### src/sv/cpu8_alu_flag_execute_defines.svh
// Assertion macros shared by the 8-bit ALU execute block.
`ifndef CPU8_ALU_FLAG_EXECUTE_DEFINES_SVH
`define CPU8_ALU_FLAG_EXECUTE_DEFINES_SVH

`ifndef NO_ASSERTIONS
// Same-cycle implication, sampled on clk, off while rst_n is low.
`define C8ALU_ASSERT_IMP(lbl, ante, cons) \
  lbl: assert property (@(posedge clk) disable iff (!rst_n) (ante) |-> (cons)) \
    else $error("c8alu assertion failed");
// Next-cycle implication, sampled on clk, off while rst_n is low.
`define C8ALU_ASSERT_NXT(lbl, ante, cons) \
  lbl: assert property (@(posedge clk) disable iff (!rst_n) (ante) |=> (cons)) \
    else $error("c8alu assertion failed");
`else
`define C8ALU_ASSERT_IMP(lbl, ante, cons)
`define C8ALU_ASSERT_NXT(lbl, ante, cons)
`endif

`endif

### src/sv/c8alu_pkg.sv
// Types, opcode fields and flag helpers for the 8-bit ALU execute block.
package c8alu_pkg;

  // Status bit positions: N V 1 B D I Z C
  localparam int unsigned FB_C = 0;
  localparam int unsigned FB_Z = 1;
  localparam int unsigned FB_I = 2;
  localparam int unsigned FB_D = 3;
  localparam int unsigned FB_B = 4;
  localparam int unsigned FB_5 = 5;
  localparam int unsigned FB_V = 6;
  localparam int unsigned FB_N = 7;

  // Opcode layout aaa bbb cc: group field cc
  localparam logic [1:0] GRP_CTL = 2'b00;
  localparam logic [1:0] GRP_ALU = 2'b01;
  localparam logic [1:0] GRP_RMW = 2'b10;

  // Operation field aaa per group
  localparam logic [2:0] AAA_AND = 3'b001;
  localparam logic [2:0] AAA_ADC = 3'b011;
  localparam logic [2:0] AAA_CMP = 3'b110;
  localparam logic [2:0] AAA_ASL = 3'b000;
  localparam logic [2:0] AAA_DEC = 3'b110;
  localparam logic [2:0] AAA_BIT = 3'b001;
  localparam logic [2:0] AAA_CPY = 3'b110;
  localparam logic [2:0] AAA_CPX = 3'b111;

  // Addressing field bbb for the control group
  localparam logic [2:0] BBB_IMM = 3'b000;
  localparam logic [2:0] BBB_ZP  = 3'b001;
  localparam logic [2:0] BBB_ABS = 3'b011;

  // Branches all end in 1 0000; bits 7:6 pick the flag, bit 5 the sense
  localparam logic [4:0] BR_LOW = 5'b10000;
  localparam logic [1:0] BR_N   = 2'd0;
  localparam logic [1:0] BR_V   = 2'd1;
  localparam logic [1:0] BR_C   = 2'd2;
  localparam logic [1:0] BR_Z   = 2'd3;

  // Single-form opcodes
  localparam logic [7:0] OPC_ASL_A = 8'h0A;
  localparam logic [7:0] OPC_DEX   = 8'hCA;
  localparam logic [7:0] OPC_DEY   = 8'h88;
  localparam logic [7:0] OPC_CLC   = 8'h18;
  localparam logic [7:0] OPC_CLD   = 8'hD8;
  localparam logic [7:0] OPC_CLI   = 8'h58;
  localparam logic [7:0] OPC_CLV   = 8'hB8;

  typedef enum logic [3:0] {
    OP_ADC, OP_AND, OP_ASL_A, OP_ASL_M, OP_BIT, OP_BRANCH, OP_CLEAR,
    OP_CMP, OP_CPX, OP_CPY, OP_DEC_M, OP_DEX, OP_DEY, OP_BAD
  } op_class_t;

  typedef struct packed {
    op_class_t  op;
    logic [7:0] clr_mask;
    logic [1:0] br_sel;
    logic       br_sense;
  } dec_t;

  typedef struct packed {
    logic [7:0] a;
    logic [7:0] x;
    logic [7:0] y;
    logic [7:0] p;
  } arch_t;

  typedef struct packed {
    logic [7:0] a;
    logic [7:0] x;
    logic [7:0] y;
    logic [7:0] p;
    logic [7:0] wdata;
    logic       we;
    logic       br;
    logic       bad;
  } result_t;

  // Replace N and Z from an 8-bit result and set the always-one bit.
  function automatic logic [7:0] put_nz(logic [7:0] p, logic [7:0] r);
    logic [7:0] f;
    f       = p;
    f[FB_Z] = (r == 8'h00);
    f[FB_N] = r[7];
    f[FB_5] = 1'b1;
    return f;
  endfunction

endpackage

### src/sv/c8alu_if.sv
// Request and result channel interfaces of the 8-bit ALU execute block.
interface c8alu_in_if;
  logic       valid;
  logic       ready;
  logic [7:0] opcode;
  logic [7:0] operand;

  modport source (output valid, output opcode, output operand, input ready);
  modport sink   (input valid, input opcode, input operand, output ready);
endinterface

interface c8alu_out_if;
  logic       valid;
  logic       ready;
  logic [7:0] acc_value;
  logic [7:0] x_value;
  logic [7:0] y_value;
  logic [7:0] status_flags;
  logic [7:0] write_data;
  logic       write_enable;
  logic       branch_taken;
  logic       unhandled;

  modport source (output valid, output acc_value, output x_value, output y_value,
                  output status_flags, output write_data, output write_enable,
                  output branch_taken, output unhandled, input ready);
  modport sink   (input valid, input acc_value, input x_value, input y_value,
                  input status_flags, input write_data, input write_enable,
                  input branch_taken, input unhandled, output ready);
endinterface

### src/sv/cpu8_alu_flag_execute.sv
// Top level of the 8-bit ALU and status flag execute block.
// Each request carries one opcode and its already fetched operand byte; the
// block runs it against its own A, X, Y and status registers (all zero after
// reset) and returns one result with the registers after the instruction,
// the memory write-back byte and enable (ASL and DEC on memory), whether a
// conditional branch would be taken, and an unhandled flag for opcodes
// outside the covered set or ADC with the decimal flag set, which change
// nothing. A request is taken every cycle unless the result side stalls: it
// is held in the input register, is decoded and executed in a single pass
// that also updates the architectural registers, and lands in the result
// register; throughput is one request per cycle while results drain. The
// execute step of one request finishes before the next one reads the
// registers, so back-to-back dependent instructions see each other's
// results. Status bit 5 is set by any instruction that writes N and Z;
// compare carry means no borrow.
`include "cpu8_alu_flag_execute_defines.svh"

module cpu8_alu_flag_execute (
  input  logic         clk,
  input  logic         rst_n,
  c8alu_in_if.sink     in_ch,
  c8alu_out_if.source  out_ch
);
  import c8alu_pkg::*;

  // input register
  logic       s1_v_r;
  logic [7:0] s1_op_r;
  logic [7:0] s1_opnd_r;

  // architectural registers and result register
  arch_t      arch_r;
  arch_t      arch_nxt;
  logic       out_v_r;
  result_t    res_r;
  result_t    res_nxt;

  dec_t       dec;

  logic       out_adv;
  logic       s1_fire;
  logic       in_rdy;
  logic       in_fire;

  // Advance the result register whenever it is empty or being drained.
  assign out_adv = !out_v_r || out_ch.ready;
  // Execute the held request when it can move into the result register.
  assign s1_fire = s1_v_r && out_adv;
  assign in_rdy  = !s1_v_r || out_adv;
  assign in_fire = in_ch.valid && in_rdy;

  assign in_ch.ready = in_rdy;

  c8alu_dec u_dec (
    .opcode (s1_op_r),
    .dec    (dec)
  );

  c8alu_exu u_exu (
    .dec     (dec),
    .operand (s1_opnd_r),
    .st      (arch_r),
    .st_nxt  (arch_nxt),
    .res     (res_nxt)
  );

  // Control state and the programmer-visible registers.
  always_ff @(posedge clk) begin
    if (!rst_n) begin
      s1_v_r  <= 1'b0;
      out_v_r <= 1'b0;
      arch_r  <= '0;
    end else begin
      if (in_rdy) begin
        s1_v_r <= in_ch.valid;
      end
      if (out_adv) begin
        out_v_r <= s1_v_r;
      end
      // commit only when the request really executes
      if (s1_fire) begin
        arch_r <= arch_nxt;
      end
    end
  end

  // Payload registers: hold while stalled.
  always_ff @(posedge clk) begin
    if (in_fire) begin
      s1_op_r   <= in_ch.opcode;
      s1_opnd_r <= in_ch.operand;
    end
    if (s1_fire) begin
      res_r <= res_nxt;
    end
  end

  assign out_ch.valid        = out_v_r;
  assign out_ch.acc_value    = res_r.a;
  assign out_ch.x_value      = res_r.x;
  assign out_ch.y_value      = res_r.y;
  assign out_ch.status_flags = res_r.p;
  assign out_ch.write_data   = res_r.wdata;
  assign out_ch.write_enable = res_r.we;
  assign out_ch.branch_taken = res_r.br;
  assign out_ch.unhandled    = res_r.bad;

  // An unhandled request never writes memory or reports a branch.
  `C8ALU_ASSERT_IMP(a_bad_no_side_effect, out_v_r && res_r.bad, !res_r.we && !res_r.br && (res_r.wdata == 8'h00))
  // Registers move only when a request executes.
  `C8ALU_ASSERT_NXT(a_state_hold_idle, !s1_fire, $stable(arch_r))
  // An unhandled request leaves the registers as they were.
  `C8ALU_ASSERT_NXT(a_bad_keeps_state, s1_fire && res_nxt.bad, $stable(arch_r))
  // A result appears only after a request left the input register.
  `C8ALU_ASSERT_IMP(a_result_from_stage, $rose(out_v_r), $past(s1_fire))

endmodule

### src/sv/c8alu_dec.sv
// Opcode decoder: sorts an opcode byte into an operation class.
module c8alu_dec (
  input  logic [7:0]        opcode,
  output c8alu_pkg::dec_t   dec
);
  import c8alu_pkg::*;

  logic [2:0] aaa;
  logic [2:0] bbb;
  logic [1:0] cc;

  assign aaa = opcode[7:5];
  assign bbb = opcode[4:2];
  assign cc  = opcode[1:0];

  always_comb begin
    dec.op       = OP_BAD;
    dec.clr_mask = 8'h00;
    dec.br_sel   = opcode[7:6];
    dec.br_sense = opcode[5];
    if (cc == GRP_ALU) begin
      // every addressing form of the ALU group is covered
      if (aaa == AAA_AND) begin
        dec.op = OP_AND;
      end else if (aaa == AAA_ADC) begin
        dec.op = OP_ADC;
      end else if (aaa == AAA_CMP) begin
        dec.op = OP_CMP;
      end
    end else if (cc == GRP_RMW) begin
      if (opcode == OPC_ASL_A) begin
        dec.op = OP_ASL_A;
      end else if (opcode == OPC_DEX) begin
        dec.op = OP_DEX;
      end else if (aaa == AAA_ASL && opcode[2]) begin
        dec.op = OP_ASL_M;
      end else if (aaa == AAA_DEC && opcode[2]) begin
        dec.op = OP_DEC_M;
      end
    end else if (cc == GRP_CTL) begin
      if (opcode[4:0] == BR_LOW) begin
        dec.op = OP_BRANCH;
      end else if (opcode == OPC_DEY) begin
        dec.op = OP_DEY;
      end else if (opcode == OPC_CLC) begin
        dec.op = OP_CLEAR;
        dec.clr_mask[FB_C] = 1'b1;
      end else if (opcode == OPC_CLD) begin
        dec.op = OP_CLEAR;
        dec.clr_mask[FB_D] = 1'b1;
      end else if (opcode == OPC_CLI) begin
        dec.op = OP_CLEAR;
        dec.clr_mask[FB_I] = 1'b1;
      end else if (opcode == OPC_CLV) begin
        dec.op = OP_CLEAR;
        dec.clr_mask[FB_V] = 1'b1;
      end else if (aaa == AAA_BIT && (bbb == BBB_ZP || bbb == BBB_ABS)) begin
        dec.op = OP_BIT;
      end else if (aaa == AAA_CPY &&
                   (bbb == BBB_IMM || bbb == BBB_ZP || bbb == BBB_ABS)) begin
        dec.op = OP_CPY;
      end else if (aaa == AAA_CPX &&
                   (bbb == BBB_IMM || bbb == BBB_ZP || bbb == BBB_ABS)) begin
        dec.op = OP_CPX;
      end
    end
  end

endmodule

### src/sv/c8alu_exu.sv
// Execute logic: one add, logic, shift, decrement or compare step and its flag update, or a branch test or flag clear.
module c8alu_exu (
  input  c8alu_pkg::dec_t    dec,
  input  logic [7:0]         operand,
  input  c8alu_pkg::arch_t   st,
  output c8alu_pkg::arch_t   st_nxt,
  output c8alu_pkg::result_t res
);
  import c8alu_pkg::*;

  logic [8:0] sum;
  logic [8:0] diff;
  logic [7:0] cmp_reg;
  logic [7:0] r;
  logic       flag;

  assign sum  = {1'b0, st.a} + {1'b0, operand} + {8'h00, st.p[FB_C]};

  always_comb begin
    unique case (dec.op)
      OP_CPX:  cmp_reg = st.x;
      OP_CPY:  cmp_reg = st.y;
      default: cmp_reg = st.a;
    endcase
  end

  // carry out of the subtract is the inverted borrow
  assign diff = {1'b0, cmp_reg} - {1'b0, operand};

  always_comb begin
    unique case (dec.br_sel)
      BR_N:    flag = st.p[FB_N];
      BR_V:    flag = st.p[FB_V];
      BR_C:    flag = st.p[FB_C];
      default: flag = st.p[FB_Z];
    endcase
  end

  always_comb begin
    st_nxt    = st;
    r         = 8'h00;
    res.wdata = 8'h00;
    res.we    = 1'b0;
    res.br    = 1'b0;
    res.bad   = 1'b0;
    unique case (dec.op)
      OP_ADC: begin
        if (st.p[FB_D]) begin
          // decimal mode not supported: leave state alone
          res.bad = 1'b1;
        end else begin
          r              = sum[7:0];
          st_nxt.a       = r;
          st_nxt.p       = put_nz(st.p, r);
          st_nxt.p[FB_C] = sum[8];
          st_nxt.p[FB_V] = ~(st.a[7] ^ operand[7]) & (st.a[7] ^ r[7]);
        end
      end
      OP_AND: begin
        r        = st.a & operand;
        st_nxt.a = r;
        st_nxt.p = put_nz(st.p, r);
      end
      OP_ASL_A: begin
        r              = {st.a[6:0], 1'b0};
        st_nxt.a       = r;
        st_nxt.p       = put_nz(st.p, r);
        st_nxt.p[FB_C] = st.a[7];
      end
      OP_ASL_M: begin
        r              = {operand[6:0], 1'b0};
        res.wdata      = r;
        res.we         = 1'b1;
        st_nxt.p       = put_nz(st.p, r);
        st_nxt.p[FB_C] = operand[7];
      end
      OP_BIT: begin
        r              = st.a & operand;
        st_nxt.p       = put_nz(st.p, r);
        st_nxt.p[FB_N] = operand[7];
        st_nxt.p[FB_V] = operand[6];
      end
      OP_BRANCH: begin
        res.br = (flag == dec.br_sense);
      end
      OP_CLEAR: begin
        st_nxt.p = st.p & ~dec.clr_mask;
      end
      OP_CMP, OP_CPX, OP_CPY: begin
        r              = diff[7:0];
        st_nxt.p       = put_nz(st.p, r);
        st_nxt.p[FB_C] = ~diff[8];
      end
      OP_DEC_M: begin
        r         = operand - 8'd1;
        res.wdata = r;
        res.we    = 1'b1;
        st_nxt.p  = put_nz(st.p, r);
      end
      OP_DEX: begin
        r        = st.x - 8'd1;
        st_nxt.x = r;
        st_nxt.p = put_nz(st.p, r);
      end
      OP_DEY: begin
        r        = st.y - 8'd1;
        st_nxt.y = r;
        st_nxt.p = put_nz(st.p, r);
      end
      default: begin
        res.bad = 1'b1;
      end
    endcase
    res.a = st_nxt.a;
    res.x = st_nxt.x;
    res.y = st_nxt.y;
    res.p = st_nxt.p;
  end

endmodule
### src/flat_wrapper.sv
// flat-port wrapper written by rule: the top's interface ports become plain ports
module cpu8_alu_flag_execute_flat import c8alu_pkg::*;
  (clk, rst_n, in_ch_valid, in_ch_opcode, in_ch_operand, in_ch_ready, out_ch_valid, out_ch_acc_value, out_ch_x_value, out_ch_y_value, out_ch_status_flags, out_ch_write_data, out_ch_write_enable, out_ch_branch_taken, out_ch_unhandled, out_ch_ready);
  c8alu_in_if in_ch_i ();
  c8alu_out_if out_ch_i ();
  input  logic clk;
  input  logic rst_n;
  input wire logic [$bits(in_ch_i.valid)-1:0] in_ch_valid;
  input wire logic [$bits(in_ch_i.opcode)-1:0] in_ch_opcode;
  input wire logic [$bits(in_ch_i.operand)-1:0] in_ch_operand;
  output wire logic [$bits(in_ch_i.ready)-1:0] in_ch_ready;
  output wire logic [$bits(out_ch_i.valid)-1:0] out_ch_valid;
  output wire logic [$bits(out_ch_i.acc_value)-1:0] out_ch_acc_value;
  output wire logic [$bits(out_ch_i.x_value)-1:0] out_ch_x_value;
  output wire logic [$bits(out_ch_i.y_value)-1:0] out_ch_y_value;
  output wire logic [$bits(out_ch_i.status_flags)-1:0] out_ch_status_flags;
  output wire logic [$bits(out_ch_i.write_data)-1:0] out_ch_write_data;
  output wire logic [$bits(out_ch_i.write_enable)-1:0] out_ch_write_enable;
  output wire logic [$bits(out_ch_i.branch_taken)-1:0] out_ch_branch_taken;
  output wire logic [$bits(out_ch_i.unhandled)-1:0] out_ch_unhandled;
  input wire logic [$bits(out_ch_i.ready)-1:0] out_ch_ready;
  assign in_ch_i.valid = in_ch_valid;
  assign in_ch_i.opcode = in_ch_opcode;
  assign in_ch_i.operand = in_ch_operand;
  assign in_ch_ready = in_ch_i.ready;
  assign out_ch_valid = out_ch_i.valid;
  assign out_ch_acc_value = out_ch_i.acc_value;
  assign out_ch_x_value = out_ch_i.x_value;
  assign out_ch_y_value = out_ch_i.y_value;
  assign out_ch_status_flags = out_ch_i.status_flags;
  assign out_ch_write_data = out_ch_i.write_data;
  assign out_ch_write_enable = out_ch_i.write_enable;
  assign out_ch_branch_taken = out_ch_i.branch_taken;
  assign out_ch_unhandled = out_ch_i.unhandled;
  assign out_ch_i.ready = out_ch_ready;
  cpu8_alu_flag_execute u_core (.clk(clk), .rst_n(rst_n), .in_ch(in_ch_i), .out_ch(out_ch_i));
endmodule
### config.mk
export PLATFORM = sky130hd
export DESIGN_NAME = cpu8_alu_flag_execute_flat
export DESIGN_NICKNAME = d
export VERILOG_FILES = /design/src/sv/c8alu_pkg.sv /design/src/sv/c8alu_if.sv /design/src/sv/cpu8_alu_flag_execute.sv /design/src/sv/c8alu_dec.sv /design/src/sv/c8alu_exu.sv /design/src/flat_wrapper.sv
export VERILOG_INCLUDE_DIRS = /design/src /design/src/sv
export SDC_FILE = /design/constraint.sdc
export NUM_CORES = 1
export LEC_CHECK = 0
export BUFFER_PORTS_ARGS = -buffer_cell sky130_fd_sc_hd__buf_2
export CORE_UTILIZATION = 55
export CTS_CLUSTER_SIZE = 16
export DETAILED_ROUTE_END_ITERATION = 10
export GPL_TIMING_DRIVEN = 0
export HOLD_SLACK_MARGIN = 0.1
export PLACE_DENSITY_LB_ADDON = 0.1
export SYNTH_ARGS = -nofsm -noshare
export SYNTH_HDL_FRONTEND = slang
export SYNTH_SLANG_ARGS = --single-unit
### constraint.sdc
create_clock -name clk -period 7.8 [get_ports clk]
set_input_delay 1.56 -clock clk [delete_from_list [all_inputs] [get_ports clk]]
set_output_delay 1.56 -clock clk [all_outputs]
set_load 0.01 [all_outputs]
==> run summary, run 1 <==
GRT Overall Usage - 0.2931
FP Rows - 37
pin count of the biggest net entering global routing - 35
Clock Latency Late Sink - 0.38 ns
initial core utilization - 0.5641
count leader, synth - nand2_1
# port buffers - 63
total gr overflow - 0
mux contribution to synthesized area - 0.02189
Post-Synthesis Cells - 623
Horiz. Die Dim - 104.4 um
CTS Buf Count - 9
final hold vios - 0
Clock Skew - 0.008361 ns
Post-Synthesis Cell Area - 0.005772 mm2
post-synth top area share - 0.3018
CP dominant cell by count - buf_2
Crit path max-delay family - compound AO/OA/AOI/OAI gates
I/O pin count - 65
GP Congestion - 0.9766
XOR/XNOR Fraction of Synth Area - 0.07132
Slew Limit Fails - 0
residual DRC count - 0
Hold Crit Class - reg2reg
CTS tree - yes
clock slew at reported path FFs - 0.09 ns
DP HPWL - 11400 um
Crit path required time - 7.92 ns
Unique masters post-synth - 83
Tightest Pin Transition - 0.9185 ns
DR vias - 5097
yosys warns - 0
die height - 104.4 um
slew margin rel. - 0.3825
fin nets - 743
hold buffer count at CTS - 0
net count after synthesis - 668
post-CTS setup repair buffer count - 0
peak supply drop - 0.08688 mV
Pleak - 2.509 nW
first-pass GRT wire length - 24740 um
Synth Area per Inst - 9.265 um2
Core ar. - 0.01023 mm2
Max Cap Violations - 0
Vias/cell - 6.075
drt pass-1 iters - 5
slowest CP cell - nor4_4
post-cts resize count - 0
#FFs+latches synth - 91
Max Root-Sink Buffers - 2
min Tclk post-route - 5.384 ns
Yosys top cell by area - edfxtp_1
Compound-Gate Fraction of Synth Area - 0.1821
top cells by area, synth - edfxtp_1 30%, dfxtp_1 11%, ha_1 5.0%
Final Cycle Share - 0.6903
outcome - finished, final reports clean
Synth top cells by count - 73 x nand2_1, 63 x nor2_1, 58 x edfxtp_1
worst hold margin - 0.4527 ns
Final setup viols - 0
vias in the first global route - 4739
Fmax - 185.7 MHz
Power Density - 156.1 mW/mm2
number of synthesized flops with an enable pin - 58
largest family of logic cells by synthesized area - simple AND/OR/NAND/NOR gates
diode count - 0
CTS H-tree depth - 3
crit path max fanout - 10
Top FF cell, synth - edfxtp_1
Post-Route WL - 15360 um
wire length per cell - 18.30 um
Setup Total Neg Slack - 0 ns
asr flop ratio synth - 0
DR iter-0 viols - 365
CP cell instances - nand2b_1, buf_2, nor4_4, a31oi_2, o211ai_2, buf_2, buf_2, nor2_1, a21oi_1, o21ai_0, ha_1, nor2b_1, o211ai_1, a32oi_1, xor2_1, a211oi_1, o211ai_1, nor4b_2, a21oi_1
ANT nets after route - 0
WS Path Type - reg2reg
Clock Tree Root - clkbuf_8
register area share after synthesis - 0.4162
WP data arrival - 5.50 ns
RSZ-0062 raised after global routing - no
CP Capture Type - flop
Critical Path Max Stage Delay - 0.76 ns
initial antenna violation count - 0
Adder-Cell Fraction of Synth Area - 0.05680
Startpoint Class - flop
worst path bufs/invs - 3
CTS sink cnt - 91
share of cells above drive strength 1 - 0.1693
Area growth syn-to-layout - 12.66%
Simple-Gate Fraction of Synth Area - 0.2085
Die ar. - 0.01091 mm2
==> stage by stage <==
step | utilization | cell area (um2) | setup WS, ns | total power, mW | instances
after global placement | 0.6116 | 6257 | 2.523 | 0.6689 | 822
after floorplan | - | 5772 | 3.617 | 0.6301 | 623
final | 0.6356 | 6502 | 2.416 | 1.015 | 839
after detailed placement | 0.6143 | 6285 | 2.608 | 0.6705 | 823
after CTS | 0.6356 | 6502 | 2.568 | 1.017 | 839
after global routing | 0.6356 | 6502 | 2.225 | 1.050 | 839
==> cells in the final DEF (no fill, tap or decap), types with 4 or more instances in the layout <==
cell / count
a211oi_1: 5
a21oi_1: 29
a31oi_1: 12
a41oi_1: 5
and2_1: 6
buf_2: 70
clkbuf_1: 20
clkbuf_8: 9
dfxtp_1: 33
edfxtp_1: 58
ha_1: 23
inv_1: 22
mux2i_1: 7
nand2_1: 73
nand2b_1: 4
nand3_1: 11
nand4_1: 6
nor2_1: 63
nor2b_1: 7
nor3_1: 22
nor3b_1: 4
nor4_1: 9
o21a_1: 4
o21ai_0: 48
or3_1: 7
xnor2_1: 20
xor2_1: 27
==> routing by layer <==
metal	global-route usage	wire (um)	part of all wire	vias to the layer above
li1	-	-	-	2437
met1	0.4135	6983	0.45	2381
met2	0.4437	6591	0.43	245
met3	0.05138	1333	0.087	34
met4	0.1214	446	0.029	0
met5	0	0	0	-
==> cell type report <==
class	instances	area [um2]
buffer	34	160.2
timing repair buffer	64	335.3
clock inverter	6	68.82
tap	136	170.2
multi-input combinational	475	3131
fill	863	3729
sequential	91	2402
inverter	23	86.33
clock buffer	10	148.9
==> cells by family after synthesis <==
logic type               Yosys count
buffers and inverters             57
adder cells (fa/ha/maj)           25
XOR/XNOR                          47
flip-flops                        91
AO/OA/AOI/OAI                    153
multiplexers                      11
other                              1
AND/OR/NAND/NOR                  238
==> sequential cells by signal, summed over array words and instances, names as in the netlist <==
| name | count |
|---|---|
| u_core.out_ch.branch_taken | 1 |
| u_core.s1_opnd_r | 8 |
| u_core.s1_op_r | 8 |
| u_core.s1_v_r | 1 |
| u_core.out_ch.status_flags | 7 |
| u_core.out_ch.y_value | 8 |
| u_core.out_ch.unhandled | 1 |
| u_core.out_ch.x_value | 8 |
| u_core.out_ch.acc_value | 8 |
| u_core.out_ch.write_enable | 1 |
| u_core.out_ch.write_data | 8 |
| u_core.arch_r | 31 |
| u_core.out_ch.valid | 1 |
==> worst paths after layout <==
kind                     startpoint                             to  slack (ns)  cells past startpoint
setup / recovery  u_core.s1_op_r[2]  u_core.out_ch.status_flags[7]        2.42                     19
hold / removal     u_core.arch_r[2]               u_core.arch_r[2]        0.45                      1
setup reg to reg  u_core.s1_op_r[2]  u_core.out_ch.status_flags[7]        2.42                     19
hold reg to reg    u_core.arch_r[2]               u_core.arch_r[2]        0.45                      1
==> worst reg2reg max path, stage by stage, from the launching register on <==
cell	delay, ns
edfxtp_1	0.51
nand2b_1	0.18
buf_2	0.20
nor4_4	0.76
a31oi_2	0.07
o211ai_2	0.24
buf_2	0.33
buf_2	0.31
nor2_1	0.11
a21oi_1	0.13
o21ai_0	0.11
ha_1	0.33
nor2b_1	0.15
o211ai_1	0.35
a32oi_1	0.21
xor2_1	0.18
a211oi_1	0.25
o211ai_1	0.16
nor4b_2	0.42
a21oi_1	0.11
==> report_power, final <==
group          internal, mW  leakage, nW  switching, mW
registers             0.529        0.827         0.0111
clock network         0.170        0.114          0.183
logic                0.0441         1.57         0.0781
No activity file was read; power rests on OpenSTA's default activity.
==> run 2, diff against run 1 <==
clock period = 5.52 ns   (was 7.8 ns; I/O delays follow)
==> run 2 against run 1 <==
- clock-buffer cell count unchanged
- combinational power up 42%
- hold slack about the same
- core utilization up 0.15 points
- register-to-register slack worse by 2.1 ns
- wire length up 0.13%
- largest power group unchanged
- sequential share of layout area down 0.085 points
- global-route usage unchanged
- cell area up 0.23%
- clock skew up 0.0025 ns
==> run summary, run 2 (same netlist as run 1, synthesis figures left out) <==
I/O pin count - 65
slew margin rel. - 0.3957
outcome - finished, final reports clean
slowest CP cell - edfxtp_1
ANT nets after route - 0
Clock Skew - 0.01088 ns
Reg power frac - 0.532
Slew Limit Fails - 0
Hold Crit Class - reg2reg
fin nets - 745
Pint - 1.051 mW
clock slew at reported path FFs - 0.09 ns
Final Cycle Share - 0.9449
combinational power share - 0.120
Power Density - 220.2 mW/mm2
Pleak - 2.520 nW
Clock Tree Root - clkbuf_8
Core ar. - 0.01023 mm2
DR vias - 5095
peak supply drop - 0.1238 mV
highest layer used for signal routing - met4
worst-case reg-to-reg path depth - 18
number of flip-flops in the largest register - 31
Crit path required time - 5.63 ns
wire length on met3 - 1164 um
CTS Buf Count - 9
Final setup viols - 0
DR iter-0 viols - 325
Setup Total Neg Slack - 0 ns
total power - 1.435 mW
Tightest Pin Transition - 0.8990 ns
Top reg by flops - u_core.arch_r
Max Cap Violations - 0
RSZ-0062 raised after global routing - no
FP Rows - 37
# port buffers - 63
crit path max fanout - 10
Clock Latency Late Sink - 0.38 ns
Critical Path Max Stage Delay - 0.47 ns
met2 WL post-DR - 6724 um
first-pass GRT wire length - 24740 um
switching share of power - 0.2678
most frequent cells in the layout - 73 x nand2_1, 70 x buf_2, 63 x nor2_1
Fmax - 191.7 MHz
total gr overflow - 0
FILL cells - 862
Crit path max-delay family - compound AO/OA/AOI/OAI gates
Worst Hold Depth - 1
share of cells above drive strength 1 - 0.1716
Sw Pwr - 0.3843 mW
WP data arrival - 5.33 ns
DP HPWL - 11400 um
diode count - 0
worst path bufs/invs - 2
vias in the first global route - 4739
most common cell after layout, fill and taps aside - nand2_1
GP Congestion - 0.9766
residual DRC count - 0
Die ar. - 0.01091 mm2
Max Root-Sink Buffers - 2
WS Path Type - reg2reg
M1 wire length - 7044 um
CTS sink cnt - 91
Area growth syn-to-layout - 12.92%
final hold vios - 0
Post-Route WL - 15380 um
worst hold margin - 0.4526 ns
final core utilization - 0.6370
CP cell instances - or2_1, nor4_1, a21oi_2, o211ai_2, buf_2, buf_2, nor2_1, a21oi_1, o21ai_0, ha_1, nor2b_1, o211ai_1, a32oi_1, xor2_1, a211oi_1, o211ai_1, nor4b_2, a21oi_1
Vias/cell - 6.058
post-cts resize count - 0
GRT Overall Usage - 0.2931
die height - 104.4 um
drt pass-1 iters - 5
pin count of the biggest net entering global routing - 35
critical path depth - 18
Horiz. Die Dim - 104.4 um
CP Capture Type - flop
wire length per cell - 18.28 um
initial antenna violation count - 0
min Tclk post-route - 5.216 ns
Startpoint Class - flop
CTS tree - yes
CTS H-tree depth - 3
clock power share - 0.348
initial core utilization - 0.5641
==> run 2: cell types whose count changed in the layout (fill, tap and decap cells not counted), sizes merged <==
cell / change
buf: +2
==> run 2: worst paths after layout <==
kind                startpoint                            end  slack (ns)
max          u_core.s1_op_r[6]  u_core.out_ch.status_flags[7]        0.30
min           u_core.arch_r[2]               u_core.arch_r[2]        0.45
max reg2reg  u_core.s1_op_r[6]  u_core.out_ch.status_flags[7]        0.30
min reg2reg   u_core.arch_r[2]               u_core.arch_r[2]        0.45
==> run 2: final cells by class <==
cell class	count	area (um2)	area share
Multi-Input combinational cell	475	3131	0.4803
Sequential cell	91	2402	0.3686
Timing Repair Buffer	66	350.3	0.05375
Tap cell	136	170.2	0.02611
Buffer	34	160.2	0.02457
Clock buffer	10	148.9	0.02285
Inverter	23	86.33	0.01325
Clock inverter	6	68.82	0.01056
==> run 2: power groups by stage <==
stage	Clock, mW	Sequential, mW	Combinational, mW
floorplan	0	0.782	0.108
global route	0.529	0.765	0.189
finish	0.499	0.763	0.173
global placement	0	0.779	0.166
CTS	0.504	0.763	0.171
detailed placement	0	0.778	0.169
==> run 2: layer usage <==
layer	up-vias	track usage
li1	2435	-
met2	230	0.4437
met4	0	0.1214
met1	2395	0.4135
met5	-	0
met3	35	0.05138
==> run 2: through the flow <==
step                      cells  setup slack [ns]  instance area [um2]
after floorplan             623             1.337                 5772
after global placement      822            0.2431                 6257
after detailed placement    823            0.3281                 6285
after CTS                   839            0.2883                 6502
after global routing        841           0.08215                 6518
final                       841            0.3042                 6518
==> run 2: worst reg2reg max path, stage by stage, from the launching register on <==
cell and delay (ns):
edfxtp_1 0.47, or2_1 0.34, nor4_1 0.41, a21oi_2 0.15, o211ai_2 0.46, buf_2 0.33, buf_2 0.32, nor2_1 0.12
a21oi_1 0.13, o21ai_0 0.10, ha_1 0.32, nor2b_1 0.15, o211ai_1 0.34, a32oi_1 0.21, xor2_1 0.18, a211oi_1 0.25
o211ai_1 0.16, nor4b_2 0.42, a21oi_1 0.10
==> run 2: repair_timing <==
item / 4_1_cts / 5_1_grt
setup endpoints to repair: 0 / 1
hold buffers: 0 / 0
buffers inserted: 0 / 2
==> run 3, diff against run 2 <==
CORE_UTILIZATION = 58   (was 55)
RECOVER_POWER = 50   (was not set)
SKIP_CTS_REPAIR_TIMING = 1   (was not set)
==> run 3 against run 2 <==
- the flow now finishes with violations (capacitance limit, slew limit)
- sequential power barely moved
- power fell by 3.2%
- critical path depth is 1 lower
- non-clock buffer count unchanged
- core utilization up 2.2 points
- clock power is 8.4% lower
- hold slack lost 0.0064 ns
- die area is 5.1% lower
- global-route usage increased by 2.9 points
- clock-buffer cell count down 1
- first-iteration DRC count up 17%
- sequential share of layout area is 0.59 points higher
- critical endpoint is now u_core.out_ch.status_flags[1]
- largest power group unchanged
==> run summary, run 3 (same netlist as run 1, synthesis figures left out) <==
outcome - finished, violations left
failing checks - capacitance limit, slew limit
DR vias - 5149
switching share of power - 0.2702
fin nets - 745
clock power share - 0.329
vias in the first global route - 4721
reg2reg setup slack - 0.30 ns
wire length per cell - 18.65 um
Reg power frac - 0.549
Post-Route WL - 15630 um
RSZ-0062 raised after global routing - no
Fmax - 191.6 MHz
Horiz. Die Dim - 101.8 um
WP data arrival - 5.31 ns
CTS sink cnt - 91
Slew Limit Fails - 7
GP Congestion - 0.9975
number of flip-flops in the largest register - 31
final core utilization - 0.6593
CTS Buf Count - 9
pin count of the biggest net entering global routing - 42
Top reg by flops - u_core.arch_r
Critical Path Max Stage Delay - 0.82 ns
slowest CP cell - a2111oi_0
slew margin rel. - -0.1539
first-pass GRT wire length - 24870 um
drt pass-1 iters - 5
Final Cycle Share - 0.9455
Max Root-Sink Buffers - 2
Pint - 1.014 mW
# port buffers - 63
clock slew at reported path FFs - 0.09 ns
most common cell after layout, fill and taps aside - nand2_1
worst path bufs/invs - 2
Tightest Pin Transition - 1.715 ns
CP cell instances - or2_1, nor4_1, a21oi_2, o211ai_2, buf_2, buf_2, nor2_1, a21oi_1, o21ai_0, ha_1, nor2b_1, o211ai_1, nand2_1, a31oi_1, a211oi_1, a2111oi_0, nand2_1
total gr overflow - 0
min Tclk post-route - 5.219 ns
crit path max fanout - 10
final hold vios - 0
Clock Skew - 0.009448 ns
worst-case reg-to-reg path depth - 17
Setup Total Neg Slack - 0 ns
FILL cells - 832
Die ar. - 0.01035 mm2
Startpoint Class - flop
CTS H-tree depth - 3
FP Rows - 36
Setup crit start - u_core.s1_op_r[6]
DP HPWL - 11550 um
Worst R2R Start - u_core.s1_op_r[6]
Area growth syn-to-layout - 11.14%
Final setup viols - 0
initial antenna violation count - 0
critical path depth - 17
Power Density - 216.6 mW/mm2
Core ar. - 0.009729 mm2
residual DRC count - 0
diode count - 0
Crit path max-delay family - compound AO/OA/AOI/OAI gates
I/O pin count - 65
die height - 101.8 um
combinational power share - 0.122
ANT nets after route - 0
Clock Tree Root - clkbuf_8
Hold Crit Class - reg2reg
CP Capture Type - flop
Pleak - 2.363 nW
worst r2r dst - u_core.out_ch.status_flags[1]
crit path to - u_core.out_ch.status_flags[1]
Crit path required time - 5.61 ns
worst hold margin - 0.4462 ns
CTS tree - yes
most frequent cells in the layout - 73 x nand2_1, 64 x clkbuf_1, 63 x nor2_1
Max Cap Violations - 1
Sw Pwr - 0.3754 mW
Vias/cell - 6.144
share of cells above drive strength 1 - 0.1050
WS Path Type - reg2reg
GRT Overall Usage - 0.3216
DR iter-0 viols - 380
peak supply drop - 0.1346 mV
initial core utilization - 0.5932
Clock Latency Late Sink - 0.37 ns
## run 3: through the flow
stage | worst slack [ns] | area, um2 | std cells | power, mW
after floorplan | 1.337 | 5772 | 623 | 0.8904
after detailed placement | 0.2738 | 6281 | 820 | 0.9478
after global routing | 0.07090 | 6415 | 838 | 1.440
after global placement | 0.3059 | 6254 | 819 | 0.9449
after CTS | 0.2437 | 6472 | 836 | 1.395
final | 0.3010 | 6415 | 838 | 1.390
## run 3: cell type report
cell class | count | area (um2) | share of cell area
Tap cell | 133 | 166.4 | 0.02594
Clock buffer | 9 | 123.9 | 0.01931
Multi-Input combinational cell | 475 | 3113 | 0.4853
Sequential cell | 91 | 2402 | 0.3745
Clock inverter | 7 | 67.56 | 0.01053
Inverter | 23 | 86.33 | 0.01346
Timing Repair Buffer | 66 | 295.3 | 0.04603
Buffer | 34 | 160.2 | 0.02497
## run 3: power groups by stage
| stage | Clock (mW) | Sequential (mW) | Combinational (mW) |
|---|---|---|---|
| 2_1_floorplan | 0 | 0.782 | 0.108 |
| 3_3_place_gp | 0 | 0.779 | 0.166 |
| 3_5_place_dp | 0 | 0.778 | 0.170 |
| 4_1_cts | 0.461 | 0.762 | 0.171 |
| 5_1_grt | 0.488 | 0.766 | 0.186 |
| 6_report | 0.457 | 0.763 | 0.169 |
## run 3: worst register-to-register path: stages, from the launching register on
cell and delay, ns:
edfxtp_1 0.50, or2_1 0.35, nor4_1 0.30, a21oi_2 0.13, o211ai_2 0.45, buf_2 0.33
buf_2 0.32, nor2_1 0.12, a21oi_1 0.15, o21ai_0 0.10, ha_1 0.33, nor2b_1 0.15
o211ai_1 0.33, nand2_1 0.16, a31oi_1 0.20, a211oi_1 0.08, a2111oi_0 0.82, nand2_1 0.12
## run 3: routing by layer
layer  GRT usage  vias to the layer above  wire length (um)
met5           0                        -                 0
met4      0.1260                        0               471
met3     0.05245                       40              1269
met2      0.4990                      253              6933
met1      0.4484                     2421              6954
li1            -                     2435                 -
## run 3: how the worst min path moves through the flow
stage	startpoint	to	slack (ns)	cells after the start
2_1_floorplan	u_core.arch_r[2]	u_core.arch_r[2]	0.43	1
3_3_place_gp	u_core.arch_r[2]	u_core.arch_r[2]	0.43	1
3_5_place_dp	u_core.arch_r[2]	u_core.arch_r[2]	0.44	1
4_1_cts	u_core.arch_r[2]	u_core.arch_r[2]	0.45	1
5_1_grt	u_core.arch_r[2]	u_core.arch_r[2]	0.47	1
6_report	u_core.arch_r[2]	u_core.arch_r[2]	0.45	1
